### src/hdl/cbfp_pkg.sv
`default_nettype none
package cbfp_pkg;

    localparam int unsigned MAX_FRAME_BLOCKS_DEF = 100;

    localparam logic [15:0] WORD_START         = 16'haa55;
    localparam logic [15:0] WORD_START_CC      = 16'haa56;
    localparam logic [15:0] WORD_START_SWAPPED = 16'h55aa;
    localparam logic [15:0] WORD_IDLE          = 16'hffff;

    localparam int unsigned NUM_FIELDS = 6;

    typedef enum logic [1:0] {
        MODE_SEARCH    = 2'd0,
        MODE_CHECKSUM  = 2'd1,
        MODE_FIELDS    = 2'd2,
        MODE_SEPARATOR = 2'd3
    } t_mode;

    typedef enum logic [1:0] {
        RES_BLOCK     = 2'd0,
        RES_CSUM_ERR  = 2'd1,
        RES_FRAME_END = 2'd2,
        RES_NO_FRAME  = 2'd3
    } t_res_kind;

    typedef struct packed {
        t_res_kind   result_kind;
        logic        block_kind;
        logic [15:0] signature;
        logic [15:0] x_pos;
        logic [15:0] y_pos;
        logic [15:0] box_width;
        logic [15:0] box_height;
        logic [15:0] angle;
        logic [6:0]  frame_block_count;
    } t_result;

endpackage
`default_nettype wire

### src/hdl/camera_block_frame_parser.sv
`default_nettype none
// Channel   Handshake               Payload
// -------   ---------------------   ----------------------------------------
// in        i_in_valid/o_in_stall   i_rx_byte
// out       o_out_valid/i_out_stall o_result_kind .. o_frame_block_count
// cfg       i_cfg_wr_en             i_cfg_wr_data (max_blocks)
//
// One input byte per cycle while o_in_stall is low; a byte's result (at most
// one) goes into the output register. A one-entry skid buffer behind the output
// register keeps input flowing while the output is stalled; o_in_stall rises
// only when that buffer is full. Synchronous active-low reset, no clearing pass.
module camera_block_frame_parser #(
    parameter int unsigned MAX_FRAME_BLOCKS = cbfp_pkg::MAX_FRAME_BLOCKS_DEF
) (
    input  wire logic        i_clk,
    input  wire logic        i_rst_n,
    input  wire logic        i_cfg_wr_en,
    input  wire logic [6:0]  i_cfg_wr_data,
    input  wire logic        i_in_valid,
    output logic             o_in_stall,
    input  wire logic [7:0]  i_rx_byte,
    output logic             o_out_valid,
    input  wire logic        i_out_stall,
    output logic [1:0]       o_result_kind,
    output logic             o_block_kind,
    output logic [15:0]      o_signature,
    output logic [15:0]      o_x_pos,
    output logic [15:0]      o_y_pos,
    output logic [15:0]      o_box_width,
    output logic [15:0]      o_box_height,
    output logic [15:0]      o_angle,
    output logic [6:0]       o_frame_block_count
);
    import cbfp_pkg::*;

    localparam logic [7:0] LIMIT_CAP = 8'(MAX_FRAME_BLOCKS);

    logic [6:0]  r_max_blocks;
    logic        r_phase,     n_phase;
    logic [7:0]  r_held,      n_held;
    logic        r_drop,      n_drop;
    t_mode       r_mode,      n_mode;
    logic [15:0] r_prev,      n_prev;
    logic        r_kind,      n_kind;
    logic [15:0] r_expect,    n_expect;
    logic [15:0] r_sum,       n_sum;
    logic [2:0]  r_fidx,      n_fidx;
    logic [15:0] r_store [NUM_FIELDS];
    logic [6:0]  r_count,     n_count;

    logic        r_out_valid, n_out_valid;
    t_result     r_out,       n_out;
    logic        r_skid_valid, n_skid_valid;
    t_result     r_skid,      n_skid;

    logic        in_accept;
    logic        word_en;
    logic [15:0] word;
    logic        is_start;
    logic [15:0] sum_add;
    logic        last_field;
    logic [7:0]  limit;
    logic        res_valid;
    t_result     res;
    logic [15:0] fld [NUM_FIELDS];

    assign in_accept  = i_in_valid && !r_skid_valid;
    assign o_in_stall = r_skid_valid;
    assign word_en    = in_accept && !r_drop && r_phase;
    assign word       = {r_held, i_rx_byte};
    assign is_start   = (word == WORD_START) || (word == WORD_START_CC);
    assign sum_add    = r_sum + word;
    assign last_field = (r_fidx == (r_kind ? 3'd5 : 3'd4));

    always_comb begin
        limit = {1'b0, r_max_blocks};
        if (limit == 8'd0) begin
            limit = 8'd1;
        end
        if (limit > LIMIT_CAP) begin
            limit = LIMIT_CAP;
        end
    end

    // current word merged into the stored block fields
    always_comb begin
        for (int j = 0; j < NUM_FIELDS; j++) begin
            fld[j] = (r_fidx == 3'(j)) ? word : r_store[j];
        end
        if (!r_kind) begin
            fld[NUM_FIELDS-1] = 16'd0;
        end
    end

    // next state
    always_comb begin
        n_phase  = r_phase;
        n_held   = r_held;
        n_drop   = r_drop;
        n_mode   = r_mode;
        n_prev   = r_prev;
        n_kind   = r_kind;
        n_expect = r_expect;
        n_sum    = r_sum;
        n_fidx   = r_fidx;
        n_count  = r_count;
        if (in_accept) begin
            if (r_drop) begin
                n_drop = 1'b0;
            end else if (!r_phase) begin
                n_held  = i_rx_byte;
                n_phase = 1'b1;
            end else begin
                n_phase = 1'b0;
                case (r_mode)
                    MODE_SEARCH: begin
                        if (word == 16'd0 && r_prev == 16'd0) begin
                            n_prev = WORD_IDLE;
                        end else if (r_prev == WORD_START && is_start) begin
                            n_kind  = (word == WORD_START_CC);
                            n_count = '0;
                            n_mode  = MODE_CHECKSUM;
                        end else begin
                            if (word == WORD_START_SWAPPED) begin
                                n_drop = 1'b1;
                            end
                            n_prev = word;
                        end
                    end
                    MODE_CHECKSUM: begin
                        if (is_start) begin
                            n_kind  = (word == WORD_START_CC);
                            n_count = '0;
                        end else if (word == 16'd0) begin
                            n_mode = MODE_SEARCH;
                            n_prev = WORD_IDLE;
                        end else begin
                            n_expect = word;
                            n_sum    = '0;
                            n_fidx   = '0;
                            n_mode   = MODE_FIELDS;
                        end
                    end
                    MODE_FIELDS: begin
                        n_sum  = sum_add;
                        n_fidx = r_fidx + 3'd1;
                        if (last_field) begin
                            if (sum_add == r_expect) begin
                                n_count = r_count + 7'd1;
                            end
                            n_mode = MODE_SEPARATOR;
                        end
                    end
                    MODE_SEPARATOR: begin
                        if (is_start) begin
                            n_kind = (word == WORD_START_CC);
                            if ({1'b0, r_count} >= limit) begin
                                n_mode = MODE_SEARCH;
                                n_prev = WORD_IDLE;
                            end else begin
                                n_mode = MODE_CHECKSUM;
                            end
                        end else begin
                            n_mode = MODE_SEARCH;
                            n_prev = WORD_IDLE;
                        end
                    end
                    default: begin
                        n_mode = MODE_SEARCH;
                    end
                endcase
            end
        end
    end

    // result generation
    always_comb begin
        res_valid = 1'b0;
        res       = '0;
        res.frame_block_count = r_count;
        if (word_en) begin
            case (r_mode)
                MODE_SEARCH: begin
                    if (word == 16'd0 && r_prev == 16'd0) begin
                        res_valid             = 1'b1;
                        res.result_kind       = RES_NO_FRAME;
                        res.frame_block_count = '0;
                    end
                end
                MODE_CHECKSUM: begin
                    if (is_start || word == 16'd0) begin
                        res_valid       = 1'b1;
                        res.result_kind = RES_FRAME_END;
                    end
                end
                MODE_FIELDS: begin
                    if (last_field) begin
                        res_valid       = 1'b1;
                        res.block_kind  = r_kind;
                        res.signature   = fld[0];
                        res.x_pos       = fld[1];
                        res.y_pos       = fld[2];
                        res.box_width   = fld[3];
                        res.box_height  = fld[4];
                        res.angle       = fld[5];
                        if (sum_add == r_expect) begin
                            res.result_kind       = RES_BLOCK;
                            res.frame_block_count = r_count + 7'd1;
                        end else begin
                            res.result_kind = RES_CSUM_ERR;
                        end
                    end
                end
                MODE_SEPARATOR: begin
                    if (!is_start || {1'b0, r_count} >= limit) begin
                        res_valid       = 1'b1;
                        res.result_kind = RES_FRAME_END;
                    end
                end
                default: begin
                    res_valid = 1'b0;
                end
            endcase
        end
    end

    // output register with skid entry
    always_comb begin
        n_out_valid  = r_out_valid;
        n_out        = r_out;
        n_skid_valid = r_skid_valid;
        n_skid       = r_skid;
        if (!r_out_valid || !i_out_stall) begin
            if (r_skid_valid) begin
                n_out        = r_skid;
                n_out_valid  = 1'b1;
                n_skid_valid = 1'b0;
            end else begin
                n_out       = res;
                n_out_valid = res_valid;
            end
        end else if (res_valid) begin
            n_skid       = res;
            n_skid_valid = 1'b1;
        end
    end

    always_ff @(posedge i_clk) begin
        if (!i_rst_n) begin
            r_max_blocks <= 7'd1;
            r_phase      <= 1'b0;
            r_held       <= '0;
            r_drop       <= 1'b0;
            r_mode       <= MODE_SEARCH;
            r_prev       <= WORD_IDLE;
            r_kind       <= 1'b0;
            r_expect     <= '0;
            r_sum        <= '0;
            r_fidx       <= '0;
            r_count      <= '0;
            r_out_valid  <= 1'b0;
            r_skid_valid <= 1'b0;
        end else begin
            if (i_cfg_wr_en) begin
                r_max_blocks <= i_cfg_wr_data;
            end
            r_phase      <= n_phase;
            r_held       <= n_held;
            r_drop       <= n_drop;
            r_mode       <= n_mode;
            r_prev       <= n_prev;
            r_kind       <= n_kind;
            r_expect     <= n_expect;
            r_sum        <= n_sum;
            r_fidx       <= n_fidx;
            r_count      <= n_count;
            r_out_valid  <= n_out_valid;
            r_skid_valid <= n_skid_valid;
        end
    end

    always_ff @(posedge i_clk) begin
        r_out  <= n_out;
        r_skid <= n_skid;
        if (word_en && r_mode == MODE_FIELDS) begin
            r_store[r_fidx] <= word;
        end
    end

    assign o_out_valid         = r_out_valid;
    assign o_result_kind       = r_out.result_kind;
    assign o_block_kind        = r_out.block_kind;
    assign o_signature         = r_out.signature;
    assign o_x_pos             = r_out.x_pos;
    assign o_y_pos             = r_out.y_pos;
    assign o_box_width         = r_out.box_width;
    assign o_box_height        = r_out.box_height;
    assign o_angle             = r_out.angle;
    assign o_frame_block_count = r_out.frame_block_count;

endmodule
`default_nettype wire

### config.mk
export PLATFORM = sky130hd
export DESIGN_NAME = camera_block_frame_parser
export DESIGN_NICKNAME = d
export VERILOG_FILES = /design/src/hdl/cbfp_pkg.sv /design/src/hdl/camera_block_frame_parser.sv
export SDC_FILE = /design/constraint.sdc
export NUM_CORES = 1
export LEC_CHECK = 0
export ABC_CLOCK_PERIOD_IN_PS = 19800
export BUFFER_PORTS_ARGS = -buffer_cell sky130_fd_sc_hd__buf_2
export CAP_MARGIN = 10
export CORE_ASPECT_RATIO = 1.1
export CORE_UTILIZATION = 40
export DETAILED_ROUTE_END_ITERATION = 12
export GPL_ROUTABILITY_DRIVEN = 0
export MAX_ROUTING_LAYER = met4
export PLACE_DENSITY = 0.56
export SLEW_MARGIN = 10
export SYNTH_ARGS = -nofsm -noshare
export SYNTH_HDL_FRONTEND = slang
export SYNTH_SLANG_ARGS = --single-unit
### constraint.sdc
create_clock -name i_clk -period 19.8 [get_ports i_clk]
set_clock_uncertainty 0.2 [all_clocks]
set_input_delay 4.95 -clock i_clk [delete_from_list [all_inputs] [get_ports i_clk]]
set_output_delay 4.95 -clock i_clk [all_outputs]
set_load 0.1 [all_outputs]
* Word-level counts from Yosys, hierarchy flattened
Memory sizes are Yosys's and may differ from the RTL's. Index checks and enable logic that the tools add are counted.
Storage, ports and cells: register bits 292, bits in writable memories 96, output and inout port bits 108, memories 1
Operators by class: add/sub/neg operators 3, magnitude comparators 2, equal/unequal tests 24, multiplexer cells 68, bitwise gates (word level) 6, reduce and logical (&&, ||, !) cells 35
Memories:
- r_store | words 6, bits a word 16, read ports 6, clocked after Yosys merged registers in 0, write ports 1, RTL line camera_block_frame_parser.sv:48 | logic [15:0] r_store [NUM_FIELDS];
Operator list (count):
- two-way mux 106 bit | 3
- two-way mux 16 bit | 15
- two-way mux 97 bit | 1
- two-way mux 7 bit | 7
- == test 16 bit (second input constant) | 3
- case mux 16 bit (3 select lines) | 1
- logical NOT 16 bit | 2
- case mux 16 bit (2 select lines) | 1
- two-way mux 1 bit | 21
- case mux 7 bit (3 select lines) | 1
- two-way mux 2 bit | 9
- adder 16 bit | 1
- == test 16 x 15 -> 1 bit (second input constant) | 1
- == test 16 bit | 1
- case mux 2 bit (4 select lines) | 2
- AND reduction 8 bit | 2
- inequality test 2 bit (second input constant) | 7
- case mux 7 bit (2 select lines) | 1
- AND reduction 7 bit | 2
- AND reduction 6 bit | 2
- >= comparator 7 x 8 -> 1 bit | 1
- > comparator 8 x 7 -> 1 bit (second input constant) | 1
- two-way mux 8 bit | 1
- adder 7 x 1 -> 7 bit (second input constant) | 1
- other kinds (25) | 51

* Longest topological paths before layout
Gate-level depths: netlist of the first run.
depth after elaboration 10, gate-level depth with buffers 15

* Worst setup path before layout of the first run
Ideal clock, no wire load.
kind input port to flip-flop, from in i_out_stall, to reg r_skid[0] in the netlist's numbering, enable pin, library setup time 0.572 ns, data arrival time 12.071 ns, slack 6.956 ns, stages on the path 2, path buffers 0, cells stage by stage nand2_1 > nor2_1
On the way: cells in the longest elaborated chain, start to end 4
RTL lines:
- start: declaration | RTL line camera_block_frame_parser.sv:23 | input wire logic i_out_stall,
- logical NOT 1 bit | RTL line camera_block_frame_parser.sv:233 | if (!r_out_valid || !i_out_stall) begin
- logical OR 1 bit | RTL line camera_block_frame_parser.sv:233
- NOT 1 bit (no source line)
- AND reduction 2 bit (no source line)
- end signal: assignment | RTL line camera_block_frame_parser.sv:284 | r_skid <= n_skid;
- end: declaration | RTL line camera_block_frame_parser.sv:54 | t_result r_skid, n_skid;
No other way between the ends. A chain may end at the register's enable or synchronous reset.

==> summary.md, run 1 <==
| Metric | Value |
|---|---|
| Final Power | `1.65 mW` |
| Via count | `11,000` |
| Cts hold-fix bufs | `0` |
| Post-synth EDFFs | `308` |
| # fillers | `~3,700` |
| Worst-Skew Late Latency | `0.54 ns` |
| DRT antenna net count | `0` |
| TritonCTS clock tree | `built` |
| Sw frac | `20.9%` |
| Share of power burned in registers | `53.2%` |
| DRT Pass-1 Iters | `5` |
| Final TNS setup | `0 ns` |
| Initial antenna violation count | `0` |
| # diodes | `0` |
| Critical path type | `in2reg` |
| CP Max Fanout | `19` |
| Worst setup margin | `10.75 ns` |
| Largest net degree at the start of global routing | `approximately 80` |
| Status | `completed` |
| R2R Setup Slk | `15.17 ns` |
| Most frequent cells in the layout | `308 x edfxtp_1, 206 x nand2_1, 127 x buf_2` |
| CTS Root Cell | `clkbuf_16` |
| Die Y | `215 um` |
| H-tree lvl count | `2` |
| Die area | `42,200 um^2` |
| Register area share after synthesis | `65.6%` |
| Share of post-route cells with drive strength above 1 | `14.7%` |
| Num CTS Buffers | `42` |
| Gate power share | `about 2.8%` |
| Final Hold Fails | `0` |
| Ys Warns | `0` |
| Max-cap check violation count | `0` |
| Placement Setup Slack | `10.18 ns` |
| Post-CTS resize count | `0` |
| Post-Syn Instances | `1,383` |
| Gr ovfl total | `0` |
| Post-synth top flop | `edfxtp_1` |
| I/O Buffers | `127` |
| Max Freq | `110 MHz` |
| Critical Path AT | `9.24 ns` |
| P_leak | `7.85 nW` |
| Clock power frac | `44.0%` |
| WP data required | `19.99 ns` |
| Final nets | `1,540` |
| Synth unique cells | `66` |
| RSZ-0062 raised after global routing | `no` |
| HPWL Detailed | `between 20,000 and 25,000 um` |
| Post-Syn Nets | `between 1,000 and 1,500` |
| Worst hold path class | `reg2reg` |
| Area growth syn-to-layout | `14.6%` |
| Seq cells post-synth | `388` |
| Mean post-synth cell area | `12.0 um^2` |
| Worst VDD drop | `0.0000480 V` |
| Fin. max-slew vios | `0` |
| Period utilisation layout | `45.7%` |
| Rows | `77` |
| Crit path time final | `9.05 ns` |
| Worst-margin pin slew | `1.24 ns` |
| Mapped cell area | `16,600 um^2` |
| DRC | `0` |
| CTS Buffer Depth | `3` |
| Die Width | `196 um` |
| Clock slew at reported path FFs | `0.06 ns` |
| Vias in the first global route | `roughly 11,000` |
| Cell Pwr Density | `between 80 and 90 nW/um^2` |
| Detailed Route WL | `40,100 um` |
| Async SR Flop Fraction | `0%` |
| Drt wl/cell | `19.7 um` |
| Via/cell ratio | `roughly 5.4` |
| Total GRT Usage | `19.6%` |
| First-pass GRT wire length | `62,500 um` |
| Crit end category | `flop` |
| Delay of the slowest cell on the worst path | `0.76 ns` |
| Commonest non-fill, non-tap cell in the layout | `edfxtp_1` |
| Worst hold slack | `0.296 ns` |
| Final setup vio count | `0` |
| Startpoint Class | `input pin` |
| Pint | `1.31 mW` |
| Crit-path cells | `buf_2 > ha_1 > fa_1 > a211oi_2 > o21bai_1 > a211oi_4 > nor3_1 > a311o_1 > or4_4 > nor4_4 > nand4_1 > or3_1 > o21ai_0` |
| Sw Pwr | `around 0.34 mW` |
| Core Footprint | `roughly 40,000 um^2` |
| Post-CTS setup buffers | `0` |
| Initial Util | `approximately 41%` |
| Initial DRC count | `760` |
| CTS Sinks | `388` |
| IO Count | `around 130` |
| Crit-path slowest cell | `nor4_4` |
| Max_slew headroom | `17.0%` |
## critical path, delay by kind of cell
| family | cells | cell delay (ns) |
|---|---|---|
| AO/OA/AOI/OAI | 5 | 1.17 |
| adder cells (fa/ha/maj) | 2 | 0.73 |
| buffers and inverters | 1 | 0.24 |
| AND/OR/NAND/NOR | 5 | 2.13 |
## layer usage
metal / routed length (um) / up-vias / track usage (%)
met2: 19000 / 318 / 30.5
met1: 18000 / 5388 / 26.3
met5: 0 / - / -
met4: 1190 / 0 / 6.93
met3: 1910 / 79 / 2.82
li1: - / 5253 / -
## flip-flops by register name (all words and copies together) (netlist names), 16 cells and up, named ones only
signal        count
r_skid          106
r_store          96
o_angle          16
o_box_height     16
o_box_width      16
o_signature      16
o_x_pos          16
o_y_pos          16
r_expect         16
r_prev           16
r_sum            16
## logic make-up after synthesis
group / synth area share, %
AOI/OAI and AO/OA: 12.8
xor gates and xnor gates: 1.79
adders and majority gates: 2.24
buffers and inverters: 2.43
DFF: 65.6
muxes: 3.59
and+or+nand+nor: 11.5
## synth_stat cells (all sizes together) (8+ instances only)
| library cell | number | area [um^2] |
|---|---|---|
| xor2 | 11 | 96.3 |
| or3 | 13 | 81.3 |
| nor3 | 17 | 85.1 |
| a21o | 104 | 781 |
| nor4 | 14 | 103 |
| inv | 21 | 78.8 |
| and2 | 8 | 50.1 |
| nand3 | 30 | 150 |
| clkbuf | 78 | 293 |
| nand4 | 10 | 62.6 |
| dfxtp | 80 | 1600 |
| xnor2 | 15 | 131 |
| edfxtp | 308 | 9250 |
| a22oi | 15 | 113 |
| a21oi | 124 | 624 |
| ha | 28 | 350 |
| mux2i | 56 | 561 |
| nor2 | 125 | 472 |
| o21ai | 36 | 180 |
| nand2 | 208 | 781 |
## path summary, 6_finish.rpt
path                                              end  depth (start not counted)                   from
worst max register to register    r_skid[6]$_DFFE_PP_                         12  r_sum[0]$_SDFFE_PN0P_
worst max-delay path              r_skid[6]$_DFFE_PP_                         13           i_rx_byte[0]
worst min-delay path            r_sum[4]$_SDFFE_PN0P_                          2  r_sum[4]$_SDFFE_PN0P_
worst min register to register  r_sum[4]$_SDFFE_PN0P_                          2  r_sum[4]$_SDFFE_PN0P_
## through the flow
stage	std cells	utilization [%]	cell area [um^2]
4_1_cts	2032	46.9	19000
3_5_place_dp	1960	43.8	17700
2_1_floorplan	1383	-	16600
3_3_place_gp	1960	43.8	17700
5_1_grt	2032	46.9	19000
6_report	2032	46.9	19000
## final cells by class
| type | count | area [um^2] | area share (%) |
|---|---|---|---|
| Tap cell | 513 | 642 | 3.38 |
| Sequential cell | 388 | 10900 | 57.2 |
| Inverter | 21 | 78.8 | 0.416 |
| Multi-Input combinational cell | 889 | 5350 | 28.2 |
| Clock buffer | 59 | 1110 | 5.88 |
| Clock inverter | 13 | 125 | 0.660 |
| Timing Repair Buffer | 149 | 801 | 4.22 |
## power by group through the flow
stage / clock (mW) / sequential (mW) / combinational [mW]
after global placement: 0 / 0.895 / 0.0448
after CTS: 0.745 / 0.878 / 0.0459
after detailed placement: 0 / 0.895 / 0.0457
final: 0.726 / 0.878 / 0.0463
after global routing: 0.775 / 0.878 / 0.0501
after floorplan: 0 / 0.895 / 0.0277
No activity file was read; power rests on OpenSTA's default activity.
==> inputs of run 2 (changes only) <==
--- a/config.mk
+++ b/config.mk
@@ -5,7 +5,8 @@
 export SDC_FILE = /design/constraint.sdc
 export NUM_CORES = 1
 export LEC_CHECK = 0
-export ABC_CLOCK_PERIOD_IN_PS = 19800
+export ABC_AREA = 1
+export ABC_CLOCK_PERIOD_IN_PS = 9300
 export BUFFER_PORTS_ARGS = -buffer_cell sky130_fd_sc_hd__buf_2
 export CAP_MARGIN = 10
 export CORE_ASPECT_RATIO = 1.1
==> constraint.sdc (replaced) <==
create_clock -name i_clk -period 9.3 [get_ports i_clk]
set_clock_uncertainty 0.2 [all_clocks]
set_input_delay 2.325 -clock i_clk [delete_from_list [all_inputs] [get_ports i_clk]]
set_output_delay 2.325 -clock i_clk [all_outputs]
set_load 0.1 [all_outputs]
==> run 2 against run 1 <==
Effect of this change: power increased by 130%; sequential power increased by 110%; cell count up 23%; via count is 13% higher; synthesized area increased by 4.6%; setup slack got worse by 7.1 ns; utilization increased by 0.22 points; global-route usage increased by 1.3 points; register-to-register slack lost 10 ns; worst hold slack worse by 0.032 ns; clock power up 140%; highest routed layer unchanged.
==> summary.md, run 2 <==
| Metric | Value |
|---|---|
| Worst hold path class | `reg2reg` |
| Final TNS setup | `0 ns` |
| Post-Syn Instances | `1,773` |
| RSZ-0062 raised after global routing | `no` |
| Max_slew headroom | `25.0%` |
| DRC | `0` |
| Commonest non-fill, non-tap cell in the layout | `nand2_1` |
| Core Footprint | `42,500 um^2` |
| CP Max Fanout | `between 50 and 60` |
| Drt wl/cell | `18.0 um` |
| Vias in the first global route | `between 10,000 and 15,000` |
| CTS Sinks | `between 300 and 400` |
| Via/cell ratio | `5.00` |
| Post-CTS setup buffers | `0` |
| Post-synth top flop | `edfxtp_1` |
| Cts hold-fix bufs | `0` |
| Fin. max-slew vios | `0` |
| Final Hold Fails | `0` |
| Initial DRC count | `850` |
| Synth unique cells | `41` |
| Hold endpoint | `r_sum[12]$_SDFFE_PN0P_` |
| Async SR Flop Fraction | `0%` |
| Detailed Route WL | `around 45,000 um` |
| First-pass GRT wire length | `69,200 um` |
| Die area | `44,100 um^2` |
| Mapped cell area | `around 17,000 um^2` |
| Initial antenna violation count | `0` |
| Top cells by area, synth | `edfxtp_1 53%, dfxtp_1 9.3%, nand2_1 9.2%, o21ai_0 6.3%, inv_1 4.3%` |
| Mean post-synth cell area | `approximately 10 um^2` |
| Final setup vio count | `0` |
| DRT antenna net count | `0` |
| R2R Setup Slk | `4.83 ns` |
| Status | `completed` |
| Max-cap check violation count | `0` |
| Post-Syn Nets | `1,822` |
| Die Y | `220 um` |
| Via count | `12,500` |
| Largest net degree at the start of global routing | `between 100 and 150` |
| HPWL Detailed | `between 20,000 and 30,000 um` |
| Count leader, synth | `nand2_1` |
| Worst-Skew Late Latency | `0.56 ns` |
| Gr ovfl total | `0` |
| Num CTS Buffers | `43` |
| Period utilisation layout | `between 60% and 70%` |
| Final nets | `1,943` |
| Post-synth EDFFs | `308` |
| Critical path type | `in2reg` |
| RR Startpoint | `r_fidx[2]$_SDFFE_PN0P_` |
| Hold Path Depth | `2` |
| Area leader, netlist | `edfxtp_1` |
| TritonCTS clock tree | `built` |
| Biggest regs | `r_skid (106), r_store (96)` |
| Post-CTS resize count | `0` |
| Worst hold slack | `0.263 ns` |
| DRT Pass-1 Iters | `5` |
| Critical Path AT | `roughly 5.6 ns` |
| Synth top cells by count | `422 x nand2_1, 308 x edfxtp_1, 218 x o21ai_0` |
| Die Width | `between 200 and 250 um` |
| P_leak | `8.31 nW` |
| Cell Pwr Density | `186 nW/um^2` |
| WP data required | `9.29 ns` |
| Hold wc startpoint | `r_sum[12]$_SDFFE_PN0P_` |
| Yosys top cell area share | `53.4%` |
| Rows | `79` |
| Most frequent cells in the layout | `420 x nand2_1, 308 x edfxtp_1, 218 x o21ai_0` |
| I/O Buffers | `127` |
| Reg2reg end | `r_skid[72]$_DFFE_PP_` |
| # diodes | `0` |
| Worst VDD drop | `0.000106 V` |
| Seq cells post-synth | `388` |
| R2R cell count | `10` |
| Share of post-route cells with drive strength above 1 | `13.4%` |
| Crit end category | `flop` |
| Top reg by flops | `r_skid` |
| Startpoint Class | `input pin` |
| Worst-margin pin slew | `between 1 and 1.5 ns` |
| CTS Root Cell | `clkbuf_16` |
| Area growth syn-to-layout | `15.7%` |
| Max Freq | `178 MHz` |
| H-tree lvl count | `2` |
| Register area share after synthesis | `62.7%` |
| Clock slew at reported path FFs | `~0.06 ns` |
| Largest register FFs | `106` |
| IO Count | `128` |
| Ys Warns | `0` |
| Total GRT Usage | `21.0%` |
| Crit path time final | `5.62 ns` |
| CTS Buffer Depth | `3` |
| Initial Util | `between 40% and 50%` |
## run 2: changes by cell type after synthesis, sizes merged, moves of 40 or more
cell and change:
inv +181, o21ai +197, nand2 +232, a21o -104, a21oi -40, nand3 +43, mux2i -40
## run 2: stage by stage
step	setup slack, ns	power [mW]	area [um^2]	util [%]	std cells
after detailed placement	3.09	2.05	18600	43.7	2415
after global routing	3.39	3.84	20000	47.1	2495
final	3.68	3.72	20000	47.1	2495
after floorplan	0.306	1.98	17300	-	1773
after CTS	3.66	3.75	20000	47.0	2494
after global placement	3.17	2.04	18600	43.7	2415
## run 2: worst max path at each step
| stage | slack, ns | depth (start not counted) | from | endpoint |
|---|---|---|---|---|
| 5_1_grt | 3.39 | 14 | i_rx_byte[7] | r_skid[72]$_DFFE_PP_ |
| 3_3_place_gp | 3.17 | 14 | i_rx_byte[7] | r_skid[74]$_DFFE_PP_ |
| 6_report | 3.68 | 14 | i_rx_byte[5] | r_skid[72]$_DFFE_PP_ |
| 4_1_cts | 3.66 | 14 | i_rx_byte[5] | r_skid[50]$_DFFE_PP_ |
| 2_1_floorplan | 0.31 | 2 | i_out_stall | r_skid[0]$_DFFE_PP_ |
| 3_5_place_dp | 3.09 | 14 | i_rx_byte[5] | r_skid[73]$_DFFE_PP_ |
## run 2: power breakdown
part	total (mW)	switching [mW]	internal, mW
sequential	1.87	0.00693	1.87
combinational	0.139	0.105	0.0342
clock	1.71	0.687	1.02
total	3.72	0.799	2.92
## run 2: layout make-up
cell class                 instances  area [um^2]
sequential                       388        10900
tap                              567          709
clock inverter                    17          173
inverter                         208          781
clock buffer                      62         1250
fill                            4055        22500
multi-input combinational       1103         5420
timing repair buffer             150          828
## run 2: cell families (layout without fill, tap and decap cells)
group           Yosys count  in the layout  synth area share, %
fa+ha+maj                29             29                 2.14
flops                   388            388                 62.7
simple gates            717            717                 17.4
buf+inv                 282            437                 6.22
xor+xnor                 19             19                 1.13
mux                      16             16                0.925
compound gates          322            322                 9.45
## run 2: metal layers
| layer | GRT usage (%) | share of wire (%) |
|---|---|---|
| met4 | 5.75 | 2.2 |
| met2 | 35.6 | 49 |
| met5 | - | 0 |
| met1 | 26.2 | 43 |
| met3 | 3.02 | 5.3 |
## run 2: worst max-delay path: stages
cell      delay [ns]
buf_2           0.20
clkinv_1        0.26
nand4_1         0.12
nor4_1          0.39
o21ai_1         0.21
nand2_1         0.13
inv_1           0.07
nand2_1         0.06
nand2_1         0.05
nand2_1         0.08
o21ai_0         0.17
nor2_4          0.15
buf_4           0.61
buf_4           0.71
